--- src/rtl/jst_pkg.sv ---
// Shared types and constants for the JSON structure tokenizer.
// Used by jst_front, jst_queue, jst_back and json_structure_tokenizer_core.
`timescale 1ns / 1ps

package jst_pkg;

    localparam int MAX_TOKENS  = 256;
    localparam int STACK_DEPTH = 32;
    localparam int MAX_LINE    = 65535;

    localparam int DEPTH_W     = $clog2(STACK_DEPTH + 1);
    localparam int SADDR_W     = $clog2(STACK_DEPTH);

    localparam int QUEUE_DEPTH = 4;
    localparam int QPTR_W      = $clog2(QUEUE_DEPTH);
    localparam int QCNT_W      = $clog2(QUEUE_DEPTH + 1);

    localparam int TDATA_W     = 72;

    // scan modes
    typedef enum logic [1:0] {
        MODE_GAP  = 2'd0,
        MODE_STR  = 2'd1,
        MODE_ESC  = 2'd2,
        MODE_PRIM = 2'd3
    } mode_t;

    // record kinds
    localparam logic [2:0] KIND_OBJECT = 3'd0;
    localparam logic [2:0] KIND_ARRAY  = 3'd1;
    localparam logic [2:0] KIND_STRING = 3'd2;
    localparam logic [2:0] KIND_PRIM   = 3'd3;
    localparam logic [2:0] KIND_STATUS = 3'd4;

    // status codes
    localparam logic [2:0] ERR_NONE     = 3'd0;
    localparam logic [2:0] ERR_LIMIT    = 3'd1;
    localparam logic [2:0] ERR_MISMATCH = 3'd2;
    localparam logic [2:0] ERR_DEEP     = 3'd3;
    localparam logic [2:0] ERR_LONG     = 3'd4;

    // characters
    localparam logic [7:0] CH_LBRACE   = 8'h7B;
    localparam logic [7:0] CH_LBRACKET = 8'h5B;
    localparam logic [7:0] CH_RBRACE   = 8'h7D;
    localparam logic [7:0] CH_RBRACKET = 8'h5D;
    localparam logic [7:0] CH_COMMA    = 8'h2C;
    localparam logic [7:0] CH_COLON    = 8'h3A;
    localparam logic [7:0] CH_QUOTE    = 8'h22;
    localparam logic [7:0] CH_BSLASH   = 8'h5C;
    localparam logic [7:0] CH_TAB      = 8'h09;
    localparam logic [7:0] CH_CR       = 8'h0D;
    localparam logic [7:0] CH_LF       = 8'h0A;
    localparam logic [7:0] CH_SPACE    = 8'h20;

    // one open container
    typedef struct packed {
        logic [7:0]  number;
        logic        is_array;
        logic [15:0] start;
        logic [7:0]  children;
    } frame_t;

    // every result caused by one input byte
    typedef struct packed {
        logic        leaf_v;
        logic        leaf_prim;
        logic [7:0]  leaf_num;
        logic [15:0] leaf_start;
        logic [16:0] leaf_end;
        logic        close_v;
        frame_t      close_frame;
        logic [16:0] close_end;
        logic        stat_v;
        logic [2:0]  stat_code;
        logic [8:0]  stat_total;
        logic [5:0]  stat_left;
    } bundle_t;

    typedef struct packed {
        logic    valid;
        bundle_t data;
    } q_wr_t;

    typedef struct packed {
        logic full;
        logic empty;
    } q_stat_t;

endpackage

--- src/rtl/json_structure_tokenizer_core.sv ---
// JSON structure tokenizer, top level.
// Connects jst_front, jst_queue and jst_back; depends on jst_pkg.
//
// Usage:
//   s_ channel carries one byte of a JSON line per transfer; s_tlast marks the
//   last byte of the line. m_ channel carries token and status records, one
//   per transfer, m_tlast on the last record caused by one input byte.
//   cfg_ channel writes token_limit (reset value 256); write it only when idle.
// Path: a record for a transferred byte is written into the result queue, then
//   loaded into the output register that drives m_.
// Throughput: one byte per cycle while the result queue has room. Records leave
//   one per cycle while m_tready is high, so a byte that causes up to 3 records
//   (primitive, closed container, status) holds the output while they go out;
//   the four-bundle queue absorbs such bursts while bytes keep coming.
// Reset clears all line state and the queue; token_limit returns to 256. No
//   memory clearing pass is needed. When m_tready is low the output record
//   holds, the queue fills and s_tready drops once it is full.
`timescale 1ns / 1ps

module json_structure_tokenizer_core import jst_pkg::*; (
    input  logic               aclk,
    input  logic               aresetn,
    input  logic               s_tvalid,
    output logic               s_tready,
    input  logic [7:0]         s_tdata,   // [7:0] in_byte
    input  logic               s_tlast,   // end_of_line
    output logic               m_tvalid,
    input  logic               m_tready,
    // [7:0] token_number, [23:8] start_pos, [40:24] end_pos, [48:41] child_count,
    // [51:49] status, [60:52] token_total, [66:61] open_left, [71:67] zero
    output logic [TDATA_W-1:0] m_tdata,
    output logic [2:0]         m_tuser,   // [2:0] kind
    output logic               m_tlast,   // last_of_run
    input  logic               cfg_valid,
    output logic               cfg_ready,
    input  logic [8:0]         cfg_data   // token_limit
);

    q_wr_t   q_wr;
    q_stat_t q_stat;
    bundle_t head;
    logic    pop;
    logic    accept;

    assign s_tready  = !q_stat.full;
    assign accept    = s_tvalid && s_tready;
    assign cfg_ready = 1'b1;

    jst_front u_front (
        .aclk        (aclk),
        .aresetn     (aresetn),
        .accept      (accept),
        .in_byte     (s_tdata),
        .end_of_line (s_tlast),
        .cfg_we      (cfg_valid && cfg_ready),
        .cfg_data    (cfg_data),
        .q_wr        (q_wr)
    );

    jst_queue u_queue (
        .aclk    (aclk),
        .aresetn (aresetn),
        .q_wr    (q_wr),
        .pop     (pop),
        .head    (head),
        .q_stat  (q_stat)
    );

    jst_back u_back (
        .aclk     (aclk),
        .aresetn  (aresetn),
        .head     (head),
        .q_stat   (q_stat),
        .pop      (pop),
        .m_tvalid (m_tvalid),
        .m_tready (m_tready),
        .m_tdata  (m_tdata),
        .m_tuser  (m_tuser),
        .m_tlast  (m_tlast)
    );

endmodule

--- src/rtl/jst_front.sv ---
// Front end: takes bytes, tracks scan mode, counters and the container stack,
// and builds a bundle per byte, queued if it holds a record. Depends on jst_pkg.
`timescale 1ns / 1ps

module jst_front import jst_pkg::*; (
    input  logic        aclk,
    input  logic        aresetn,
    input  logic        accept,
    input  logic [7:0]  in_byte,
    input  logic        end_of_line,
    input  logic        cfg_we,
    input  logic [8:0]  cfg_data,
    output q_wr_t       q_wr
);

    logic [8:0]         limit_reg;
    logic [16:0]        pos_reg,    pos_next;
    logic [8:0]         tokens_reg, tokens_next;
    mode_t              mode_reg,   mode_next;
    logic [15:0]        pend_reg,   pend_next;
    logic [DEPTH_W-1:0] depth_reg,  depth_next;
    logic [2:0]         err_reg,    err_next;
    frame_t             top_reg,    top_next;
    frame_t             under_reg;
    frame_t             stack_mem [STACK_DEPTH];

    logic [8:0]         limit_eff;
    logic               tok_ok, is_ws, is_prim_end, too_long, work, gap;
    logic               leaf_req, leaf_prim, leaf_take, push, pop, bump;
    logic [16:0]        leaf_end;
    frame_t             top_b;
    logic [SADDR_W-1:0] wr_addr, rd_addr;
    logic               clear;

    assign clear   = accept && end_of_line;
    assign wr_addr = depth_reg[SADDR_W-1:0] - SADDR_W'(1);
    assign rd_addr = depth_reg[SADDR_W-1:0] - SADDR_W'(3);

    always_comb begin
        limit_eff   = (limit_reg > 9'(MAX_TOKENS)) ? 9'(MAX_TOKENS) : limit_reg;
        tok_ok      = tokens_reg < limit_eff;
        is_ws       = (in_byte == CH_TAB) || (in_byte == CH_CR) ||
                      (in_byte == CH_LF) || (in_byte == CH_SPACE);
        is_prim_end = is_ws || (in_byte == CH_COMMA) ||
                      (in_byte == CH_RBRACKET) || (in_byte == CH_RBRACE);
        too_long    = pos_reg > 17'(MAX_LINE);
        work        = accept && (err_reg == ERR_NONE) && !too_long;

        leaf_req  = 1'b0;
        leaf_prim = 1'b0;
        leaf_end  = pos_reg + 17'd1;
        gap       = 1'b0;
        mode_next = mode_reg;
        pend_next = pend_reg;
        err_next  = err_reg;
        push      = 1'b0;
        pop       = 1'b0;

        if (accept && (err_reg == ERR_NONE) && too_long) begin
            err_next = ERR_LONG;
        end

        if (work) begin
            unique case (mode_reg)
                MODE_STR: begin
                    if (in_byte == CH_QUOTE) begin
                        mode_next = MODE_GAP;
                        leaf_req  = 1'b1;
                    end else if (in_byte == CH_BSLASH) begin
                        mode_next = MODE_ESC;
                    end
                end
                MODE_ESC: begin
                    mode_next = MODE_STR;
                end
                MODE_PRIM: begin
                    if (is_prim_end) begin
                        mode_next = MODE_GAP;
                        leaf_req  = 1'b1;
                        leaf_prim = 1'b1;
                        leaf_end  = pos_reg;
                        // the delimiter is handled only if the primitive got a token
                        gap       = tok_ok;
                    end else if (end_of_line) begin
                        leaf_req  = 1'b1;
                        leaf_prim = 1'b1;
                    end
                end
                MODE_GAP: begin
                    gap = 1'b1;
                end
                default: ;
            endcase
        end

        leaf_take = leaf_req && tok_ok;
        if (leaf_req && !tok_ok) begin
            err_next = ERR_LIMIT;
        end

        if (gap) begin
            if ((in_byte == CH_LBRACE) || (in_byte == CH_LBRACKET)) begin
                if (!tok_ok) begin
                    err_next = ERR_LIMIT;
                end else if (depth_reg == DEPTH_W'(STACK_DEPTH)) begin
                    err_next = ERR_DEEP;
                end else begin
                    push = 1'b1;
                end
            end else if ((in_byte == CH_RBRACE) || (in_byte == CH_RBRACKET)) begin
                // close with nothing open is ignored
                if (depth_reg != '0) begin
                    if (top_reg.is_array != (in_byte == CH_RBRACKET)) begin
                        err_next = ERR_MISMATCH;
                    end else begin
                        pop = 1'b1;
                    end
                end
            end else if (in_byte == CH_QUOTE) begin
                mode_next = MODE_STR;
                pend_next = pos_reg[15:0];
            end else if (!(is_ws || (in_byte == CH_COLON) || (in_byte == CH_COMMA))) begin
                mode_next = MODE_PRIM;
                pend_next = pos_reg[15:0];
            end
        end

        bump  = (leaf_take || push) && (depth_reg != '0);
        top_b = top_reg;
        if (bump && (top_reg.children != 8'hFF)) begin
            top_b.children = top_reg.children + 8'd1;
        end

        tokens_next = tokens_reg + {8'd0, (leaf_take || push)};
        if (push) begin
            depth_next = depth_reg + DEPTH_W'(1);
            top_next   = '{number: tokens_reg[7:0], is_array: (in_byte == CH_LBRACKET),
                           start: pos_reg[15:0], children: 8'd0};
        end else if (pop) begin
            depth_next = depth_reg - DEPTH_W'(1);
            top_next   = under_reg;
        end else begin
            depth_next = depth_reg;
            top_next   = top_b;
        end

        pos_next = (accept && !too_long) ? pos_reg + 17'd1 : pos_reg;

        q_wr.valid            = accept && (leaf_take || pop || end_of_line);
        q_wr.data.leaf_v      = leaf_take;
        q_wr.data.leaf_prim   = leaf_prim;
        q_wr.data.leaf_num    = tokens_reg[7:0];
        q_wr.data.leaf_start  = pend_reg;
        q_wr.data.leaf_end    = leaf_end;
        q_wr.data.close_v     = pop;
        q_wr.data.close_frame = top_b;
        q_wr.data.close_end   = pos_reg + 17'd1;
        q_wr.data.stat_v      = end_of_line;
        q_wr.data.stat_code   = err_next;
        q_wr.data.stat_total  = tokens_next;
        q_wr.data.stat_left   = 6'(depth_next);
    end

    always_ff @(posedge aclk) begin
        if (!aresetn) begin
            limit_reg  <= 9'(MAX_TOKENS);
            pos_reg    <= '0;
            tokens_reg <= '0;
            mode_reg   <= MODE_GAP;
            pend_reg   <= '0;
            depth_reg  <= '0;
            err_reg    <= ERR_NONE;
        end else begin
            if (cfg_we) begin
                limit_reg <= cfg_data;
            end
            if (clear) begin
                pos_reg    <= '0;
                tokens_reg <= '0;
                mode_reg   <= MODE_GAP;
                pend_reg   <= '0;
                depth_reg  <= '0;
                err_reg    <= ERR_NONE;
            end else begin
                pos_reg    <= pos_next;
                tokens_reg <= tokens_next;
                mode_reg   <= mode_next;
                pend_reg   <= pend_next;
                depth_reg  <= depth_next;
                err_reg    <= err_next;
            end
        end
    end

    // top of stack and the entry below it live in registers; the rest in memory
    always_ff @(posedge aclk) begin
        top_reg <= top_next;
        if (pop) begin
            under_reg <= stack_mem[rd_addr];
        end else if (push) begin
            under_reg <= top_b;
        end
    end

    always_ff @(posedge aclk) begin
        if (push && (depth_reg != '0)) begin
            stack_mem[wr_addr] <= top_b;
        end
    end

    a_depth_range: assert property (@(posedge aclk) disable iff (!aresetn)
        depth_reg <= DEPTH_W'(STACK_DEPTH))
        else $error("stack depth beyond capacity");

    a_tokens_range: assert property (@(posedge aclk) disable iff (!aresetn)
        tokens_reg <= 9'(MAX_TOKENS))
        else $error("token count beyond limit");

    a_line_clear: assert property (@(posedge aclk) disable iff (!aresetn)
        clear |=> (depth_reg == '0) && (tokens_reg == '0) && (err_reg == ERR_NONE))
        else $error("line state not cleared after last byte");

    a_sticky_error: assert property (@(posedge aclk) disable iff (!aresetn)
        (err_reg != ERR_NONE) && !clear |=> $stable(tokens_reg) && $stable(depth_reg))
        else $error("counts moved after an error");

endmodule

--- src/rtl/jst_queue.sv ---
// Small bundle FIFO between the front end and the output serializer.
// Depends on jst_pkg.
`timescale 1ns / 1ps

module jst_queue import jst_pkg::*; (
    input  logic    aclk,
    input  logic    aresetn,
    input  q_wr_t   q_wr,
    input  logic    pop,
    output bundle_t head,
    output q_stat_t q_stat
);

    bundle_t            entries [QUEUE_DEPTH];
    logic [QPTR_W-1:0]  wr_ptr_reg, rd_ptr_reg;
    logic [QCNT_W-1:0]  count_reg,  count_next;

    assign head         = entries[rd_ptr_reg];
    assign q_stat.full  = count_reg == QCNT_W'(QUEUE_DEPTH);
    assign q_stat.empty = count_reg == '0;

    always_comb begin
        count_next = count_reg;
        if (q_wr.valid && !pop) begin
            count_next = count_reg + QCNT_W'(1);
        end else if (pop && !q_wr.valid) begin
            count_next = count_reg - QCNT_W'(1);
        end
    end

    always_ff @(posedge aclk) begin
        if (!aresetn) begin
            wr_ptr_reg <= '0;
            rd_ptr_reg <= '0;
            count_reg  <= '0;
        end else begin
            if (q_wr.valid) begin
                wr_ptr_reg <= wr_ptr_reg + QPTR_W'(1);
            end
            if (pop) begin
                rd_ptr_reg <= rd_ptr_reg + QPTR_W'(1);
            end
            count_reg <= count_next;
        end
    end

    always_ff @(posedge aclk) begin
        if (q_wr.valid) begin
            entries[wr_ptr_reg] <= q_wr.data;
        end
    end

    a_no_overflow: assert property (@(posedge aclk) disable iff (!aresetn)
        !(q_wr.valid && q_stat.full))
        else $error("write into full queue");

    a_no_underflow: assert property (@(posedge aclk) disable iff (!aresetn)
        !(pop && q_stat.empty))
        else $error("pop from empty queue");

    a_count_range: assert property (@(posedge aclk) disable iff (!aresetn)
        count_reg <= QCNT_W'(QUEUE_DEPTH))
        else $error("queue count out of range");

endmodule

--- src/rtl/jst_back.sv ---
// Back end: walks the records of the head bundle and drives the output register.
// Depends on jst_pkg.
`timescale 1ns / 1ps

module jst_back import jst_pkg::*; (
    input  logic               aclk,
    input  logic               aresetn,
    input  bundle_t            head,
    input  q_stat_t            q_stat,
    output logic               pop,
    output logic               m_tvalid,
    input  logic               m_tready,
    output logic [TDATA_W-1:0] m_tdata,
    output logic [2:0]         m_tuser,
    output logic               m_tlast
);

    logic [2:0]         done_reg, done_next;
    logic               out_valid_reg;
    logic [TDATA_W-1:0] out_data_reg;
    logic [2:0]         out_kind_reg;
    logic               out_last_reg;

    logic [2:0]         avail, remain, pick;
    logic               load, is_last;
    logic [2:0]         r_kind;
    logic [7:0]         r_num, r_kids;
    logic [15:0]        r_start;
    logic [16:0]        r_end;
    logic [2:0]         r_status;
    logic [8:0]         r_total;
    logic [5:0]         r_left;

    always_comb begin
        avail   = q_stat.empty ? 3'b000 : {head.stat_v, head.close_v, head.leaf_v};
        remain  = avail & ~done_reg;
        // records go out leaf first, then close, then status
        pick    = remain & (~remain + 3'd1);
        is_last = (remain & ~pick) == 3'b000;
        load    = (remain != 3'b000) && (!out_valid_reg || m_tready);
        pop     = load && is_last;

        done_next = done_reg;
        if (load) begin
            done_next = is_last ? 3'b000 : (done_reg | pick);
        end

        r_kind   = KIND_STATUS;
        r_num    = '0;
        r_start  = '0;
        r_end    = '0;
        r_kids   = '0;
        r_status = '0;
        r_total  = '0;
        r_left   = '0;
        if (pick[0]) begin
            r_kind  = head.leaf_prim ? KIND_PRIM : KIND_STRING;
            r_num   = head.leaf_num;
            r_start = head.leaf_start;
            r_end   = head.leaf_end;
        end else if (pick[1]) begin
            r_kind  = head.close_frame.is_array ? KIND_ARRAY : KIND_OBJECT;
            r_num   = head.close_frame.number;
            r_start = head.close_frame.start;
            r_end   = head.close_end;
            r_kids  = head.close_frame.children;
        end else begin
            r_status = head.stat_code;
            r_total  = head.stat_total;
            r_left   = head.stat_left;
        end
    end

    always_ff @(posedge aclk) begin
        if (!aresetn) begin
            done_reg      <= '0;
            out_valid_reg <= 1'b0;
        end else begin
            done_reg <= done_next;
            if (load) begin
                out_valid_reg <= 1'b1;
            end else if (m_tready) begin
                out_valid_reg <= 1'b0;
            end
        end
    end

    always_ff @(posedge aclk) begin
        if (load) begin
            out_data_reg <= {5'd0, r_left, r_total, r_status, r_kids, r_end, r_start, r_num};
            out_kind_reg <= r_kind;
            out_last_reg <= is_last;
        end
    end

    assign m_tvalid = out_valid_reg;
    assign m_tdata  = out_data_reg;
    assign m_tuser  = out_kind_reg;
    assign m_tlast  = out_last_reg;

endmodule

--- config.mk ---
export PLATFORM = sky130hd
export DESIGN_NAME = json_structure_tokenizer_core
export DESIGN_NICKNAME = d
export VERILOG_FILES = /design/src/rtl/jst_pkg.sv /design/src/rtl/json_structure_tokenizer_core.sv /design/src/rtl/jst_front.sv /design/src/rtl/jst_queue.sv /design/src/rtl/jst_back.sv
export SDC_FILE = /design/constraint.sdc
export NUM_CORES = 2
export LEC_CHECK = 0
export BUFFER_PORTS_ARGS = -buffer_cell sky130_fd_sc_hd__buf_4
export CORE_UTILIZATION = 40
export CTS_CLUSTER_SIZE = 28
export DETAILED_ROUTE_END_ITERATION = 10
export HOLD_SLACK_MARGIN = 0.06
export PLACE_DENSITY = 0.61
export SLEW_MARGIN = 30
export SYNTH_ARGS = -nofsm -noshare
export SYNTH_HDL_FRONTEND = slang
export SYNTH_SLANG_ARGS = --single-unit
--- constraint.sdc ---
create_clock -name aclk -period 8.4 [get_ports aclk]
set_input_delay 0.42 -clock aclk [delete_from_list [all_inputs] [get_ports aclk]]
set_output_delay 0.42 -clock aclk [all_outputs]
set_load 0.05 [all_outputs]
======== Word level (Yosys, flattened, before mapping) ========
Memories as Yosys holds them, arrays and structs flattened. A register that Yosys moved wholly into a read port is not among the register bits.
Index checks and enable logic that the tools add are counted.
cells by class
  magnitude comparators ................... 3
  reductions and logical operators ........ 49
  equal/unequal tests ..................... 20
  add/subtract/negate cells ............... 12
  muxes and demuxes ....................... 73
  shift operators ......................... 0
  bitwise logic cells ..................... 11
  div/mod/pow operators ................... 0
  multipliers ............................. 0
operators by type and width
  kind                                                  count
  2-to-1 mux 33 bit                                     4
  2-to-1 mux 17 bit                                     5
  2-to-1 mux 16 bit                                     4
  2-to-1 mux 3 bit                                      15
  equality test 8 x 7 -> 1 bit, second input constant   5
  equality test 8 x 6 -> 1 bit, second input constant   4
  2-to-1 mux 1 bit                                      25
  equality test 8 x 4 -> 1 bit, second input constant   3
  2-to-1 mux 8 bit                                      3
  2-to-1 mux 2 bit                                      11
  adder 17 x 1 -> 17 bit, second input constant         1
  > comparator 17 x 16 -> 1 bit, second input constant  1
  logical AND 1 bit                                     16
  logical OR 1 bit                                      14
  2-to-1 mux 6 bit                                      2
  adder 9 x 1 -> 9 bit                                  1
  AND 3 bit                                             3
  > comparator 9 bit, second input constant             1
  logical NOT 3 bit                                     3
  < comparator 9 bit                                    1
  2-to-1 mux 9 bit                                      1
  inverter 3 bit                                        3
  adder 8 x 1 -> 8 bit, second input constant           1
  inequality test 8 bit, second input constant          1
  other kinds (24)                                      40
storage, ports and cells
  bits in read-only memories .............. 0
  logic and storage cells ................. 195
  bits of input ports ..................... 23
  register bits after elaboration ......... 210
  output and inout port bits .............. 79
  memories ................................ 2
  bits in writable memories ............... 1508
  latch bits .............................. 0
memory list
  memory             words  width  read ports  clocked after memory_dff  wr ports  RTL line         RTL
  u_front.stack_mem  32     33     1           0                         1         jst_front.sv:25  frame_t stack_mem [STACK_DEPTH];
  u_queue.entries    4      113    1           1                         1         jst_queue.sv:14  bundle_t entries [QUEUE_DEPTH];

======== Depth between registers and ports, before layout ========
  depth in word-level cells ............... 18
  depth in mapped cells ................... 21
  depth with buffers taken out ............ 19

======== By module ========
From an unflattened synthesis, not the netlist that was laid out.
second synthesis, totals
  cell total of the unflattened synthesis .. 3127
  area total of the unflattened synthesis .. 66978.0 µm²
by module, submodules not included
  module                         sequential area each (µm²)  cells an instance  times used  area each (µm²)
  jst_front                      34853.4                     2298               1           47118.9
  jst_queue                      13753.2                     634                1           16777.3
  jst_back                       2212.1                      191                1           3060.4
  json_structure_tokenizer_core  0.0                         4                  1           21.3

======== Least setup slack after synthesis ========
OpenSTA, ideal clock, no wires.
  path kind ............................... reg2reg
  start point ............................. register (tool-made name)
  end point ............................... register u_queue.count_reg[2]
  cell stages (with the launch flop) ...... 13
  path buffers ............................ 1
  period minus slack after synthesis ...... 8304 ps
  data required time ...................... 8330 ps
  setup slack ............................. 96 ps
  arrival ................................. 8234 ps
  setup time .............................. 70 ps
  path through ............................ dfxtp_1 clkbuf_1 mux4_2 nand2b_1 a21o_1 a21boi_0 nand2_1 ha_1 inv_1 fa_1 xor2_1 or3_1 a21oi_1
RTL lines
  what                    RTL line         RTL
  end signal: assignment  jst_queue.sv:43  count_reg <= count_next;
  end: declaration        jst_queue.sv:16  logic [QCNT_W-1:0] count_reg, count_next;

======== Worst setup path in the final report ========
  start point ............................. register u_front.pos_reg[0]
  end point ............................... memory u_front.stack_mem[22][8] (netlist bit), enable pin
between the ends
  cells in the longest elaborated chain, start to end .. 8
RTL lines
  what                                    RTL line          RTL
  start: declaration                      jst_front.sv:17   logic [16:0] pos_reg, pos_next;
  start signal: assignment                jst_front.sv:185  pos_reg <= pos_next;
  > comparator 17 x 16 -> 1 bit           jst_front.sv:46   too_long = pos_reg > 17'(MAX_LINE);
  logical NOT 1 bit                       jst_front.sv:47   work = accept && (err_reg == ERR_NONE) && !too_long;
  logical AND 1 bit                       jst_front.sv:47
  2-to-1 mux 1 bit                        jst_front.sv:63   if (work) begin
  2-to-1 mux 1 bit                        jst_front.sv:101  if (gap) begin
  logical AND 1 bit                       jst_front.sv:206  if (push && (depth_reg != '0)) begin
  2-to-1 mux 1 bit                        jst_front.sv:206
  2-to-1 mux 1 bit (implied by the code)  jst_front.sv:207  stack_mem[wr_addr] <= top_b;
  end: declaration                        jst_front.sv:25
Every way passes these cells.

==> impl_metrics.csv <==
group,metric,value,unit
sta,rsz0062_at_grt,"false",
cells_and_area,finalNetCount,3402,
setup_path,crit_type,"reg2reg",
clock_tree,cts_sinks,1720,
clock_tree,cts_setup_buffers,0,
sta,fin_crit_sh,81.2,%
job,max_cap_viol_count,0,
yosys,async_flop_share,0,%
detailed_routing,vias_per_cell,5.47,
yosys,yosysSeqAreaShare,76.4,%
global_route,use_met2,26.0,%
global_route,use_met1,25.9,%
cells_and_area,syn_to_final_growth,15.3,%
die,ioPinCount,102,
place,routabilityCongestion,0.799,
setup_path,arrival,7.28,ns
detailed_routing,routed_wl,144000,µm
sta,max_freq,0.147,GHz
yosys,synth_edf_count,1637,
pwr,power_density,253,nW/µm²
global_route,busiest_layer,"met2",
detailed_routing,num_vias,31000,
setup_path,cp_cell_sequence,"ha_1 > nand2_1 > or4_1 > nor2_1 > and3_1 > nor2b_1 > ha_1 > nand2b_1 > nand4_1 > a21oi_1 > o21ai_1 > nor4_1 > nand2_1 > nor2_4 > buf_16",
detailed_routing,drc,64,
global_route,grtUsageTotal,17.2,%
setup_path,reg2reg_depth,15,
detailed_routing,dr.pass1.iters,8,
setup_path,crit_buf_inv,1,
sta,clock_skew,0.0329,ns
setup_path,reg2reg_from,"u_front.pos_reg[0]$_SDFFE_PP0P_",
sta,setup_violations,0,
status,violations,"design-rule violations",
yosys,syn_inst,3114,
yosys,ys_warn_count,0,
clock_tree,clk-insertion-delay-late,0.78,ns
status,status,"complete, but fails checks",
setup_path,slowest_stage,"nor4_1",
die,die_h,410,µm
global_route,grt_pass1_wl,214000,µm
setup_path,crit_family,"simple AND/OR/NAND/NOR gates",
sta,holdWs,0.173,ns
place,portBuffers,95,
sta,max_slew_margin,27.1,%
cells_and_area,layout-drive-gt1-share,26.8,%
setup_path,endpoint_kind,"flop",
clock_tree,cts_tree,"done",
setup_path,cp_data_required_time,8.86,ns
min_path,hold_path_class,"in2reg",
yosys,synth.distinct_cells,68,
min_path,hold_end,"u_front.mode_reg[1]$_SDFF_PP0_",
pwr,power_leakage,0.0240,µW
setup_path,crit_fanout,19,
die,start_util,40.3,%
cells_and_area,largest_reg_flops,1056,
clock_tree,cts_root_buf,"clkbuf_16",
pwr,total_power,19400,µW
setup_path,r2r_end,"u_front.stack_mem[22][8]$_DFFE_PP_",
min_path,whs_path_depth,5,
sta,slew_violations,0,
global_route,overflow,0,
sta,worst_pin_slew,1.08,ns
global_route,grt_use_met3,3.57,%
die,rows,149,
setup_path,critPathLaunch,"u_front.pos_reg[0]$_SDFFE_PP0P_",
global_route,antenna_found_initial,4,
min_path,hold_start,"s_tdata[6]",
yosys,synth.avg_cell_area,21.4,µm²
pwr,ir_drop,225,µV
setup_path,max_stage_delay,0.99,ns
cells_and_area,final_common_cell,"edfxtp_1",
sta,post-route-min-period,6.82,ns
detailed_routing,drt_iter0_drc,3276,
yosys,synth-seq-cells,1720,
place,hpwlAfterDp,89200,µm
detailed_routing,postRouteAntennaNets,0,
setup_path,worst_setup_path_start_kind,"flop",
global_route,grt_max_degree,117,
die,dieWidth,410,µm
detailed_routing,wl_per_cell,25.4,µm
setup_path,regToRegSetupSlack,1.58,ns
cells_and_area,final_cell_mix,"edfxtp_1, mux4_2, clkbuf_16, buf_4, nand2_1",
clock_tree,cts_made_buffers,173,
clock_tree,clk_pin_slew,0.06,ns
die,core_area,165000,µm²
cells_and_area,max_flop_register,"u_front.stack_mem",
die,die_area,168000,µm²
clock_tree,clockBufferDepth,3,
sta,hold_viol_final,0,
yosys,synth_flop_cell,"edfxtp_1",
clock_tree,h-tree-depth,4,
yosys,syn-cell-area,66500,µm²
sta,finalSetupTns,0,ns
global_route,grt_pass1_vias,31400,
## worst register-to-register path: cells and delay by family (launching register included)
kind / cells / cell delay [ns]
simple gates: 10 / 4.46
buf+inv: 1 / 0.25
flops: 1 / 0.47
compound gates: 2 / 0.79
fa+ha+maj: 2 / 0.51
## power by group
group	switching, µW	total, µW	internal [µW]
Clock	3110	7340	4230
Sequential	109	9800	9690
Combinational	1490	2280	791
## metrics by stage
stage / instance area, µm² / utilization, % / instances / setup WS (ns)
final: 76700 / 46.5 / 5675 / 1.58
after global routing: 76700 / 46.5 / 5673 / 1.24
after CTS: 76600 / 46.4 / 5669 / 1.66
after detailed placement: 71000 / 43.0 / 5336 / 1.71
after global placement: 70200 / 42.6 / 5306 / 1.63
after floorplan: 66500 / - / 3118 / 0.0964
## layout make-up
| class | instances | area [µm²] |
|---|---|---|
| diodes | 2 | 5.00 |
| clock buffers | 229 | 4780 |
| clock inverters | 81 | 611 |
| fillers | 13600 | 88300 |
| inverters | 29 | 109 |
| multi-input cells | 1198 | 15200 |
| flip-flops and latches | 1720 | 50800 |
| well taps | 2189 | 2740 |
| repair buffers | 227 | 2470 |
## cell families (layout without fill, tap and decap cells)
family,after synthesis,in the layout,synth area share [%]
simple gates,387,387,2.84
mux,503,503,15.9
other cells,2,8,0.0113
flops,1720,1720,76.4
buf+inv,200,566,1.27
fa+ha+maj,31,31,0.591
compound gates,205,205,2.14
xor+xnor,66,66,0.869
## Yosys cell counts (3+ instances only)
cell type / count / area share, %
a211oi_1: 13 / 0.15
a21o_1: 3 / 0.034
a21oi_1: 35 / 0.26
a22o_1: 64 / 0.84
a22oi_1: 6 / 0.068
a31oi_1: 7 / 0.066
a32oi_1: 3 / 0.039
and2_1: 41 / 0.39
and3_1: 12 / 0.11
buf_1: 16 / 0.090
buf_2: 38 / 0.29
buf_4: 10 / 0.11
clkbuf_1: 106 / 0.60
dfxtp_1: 83 / 2.5
edfxtp_1: 1637 / 74
ha_1: 29 / 0.55
inv_1: 26 / 0.15
mux2i_1: 60 / 0.90
mux4_2: 443 / 15
nand2_1: 112 / 0.63
nand2b_1: 12 / 0.11
nand3_1: 18 / 0.14
nand4_1: 11 / 0.10
nor2_1: 101 / 0.57
nor2b_1: 12 / 0.11
nor3_1: 28 / 0.21
nor4_1: 4 / 0.038
o21a_1: 4 / 0.045
o21ai_0: 48 / 0.36
or2_2: 4 / 0.038
or3_1: 13 / 0.12
xnor2_1: 39 / 0.51
xor2_1: 27 / 0.36
## routing by layer
metal / routed length (µm) / share of wire (%)
met5: 0 / 0
met4: 2330 / 1.6
met3: 10000 / 6.9
met2: 66700 / 46
met1: 65400 / 45
## timing repair
action,4_1_cts,5_1_grt
hold buffers,23,0
resized for setup,0,0
endpoints found under the hold margin,26,0
## how the worst max path moves through the flow
| stage | to | slack (ns) | depth (start not counted) |
|---|---|---|---|
| 2_1_floorplan | u_queue.count_reg[2]$_SDFFE_PN0P_ | 0.1 | 12 |
| 3_3_place_gp | u_front.stack_mem[19][22]$_DFFE_PP_ | 1.63 | 14 |
| 3_5_place_dp | u_front.stack_mem[7][20]$_DFFE_PP_ | 1.71 | 14 |
| 4_1_cts | u_front.stack_mem[7][24]$_DFFE_PP_ | 1.66 | 14 |
| 5_1_grt | u_front.stack_mem[19][29]$_DFFE_PP_ | 1.24 | 16 |
| 6_report | u_front.stack_mem[22][8]$_DFFE_PP_ | 1.58 | 15 |
(Power assumes the default switching activity.)
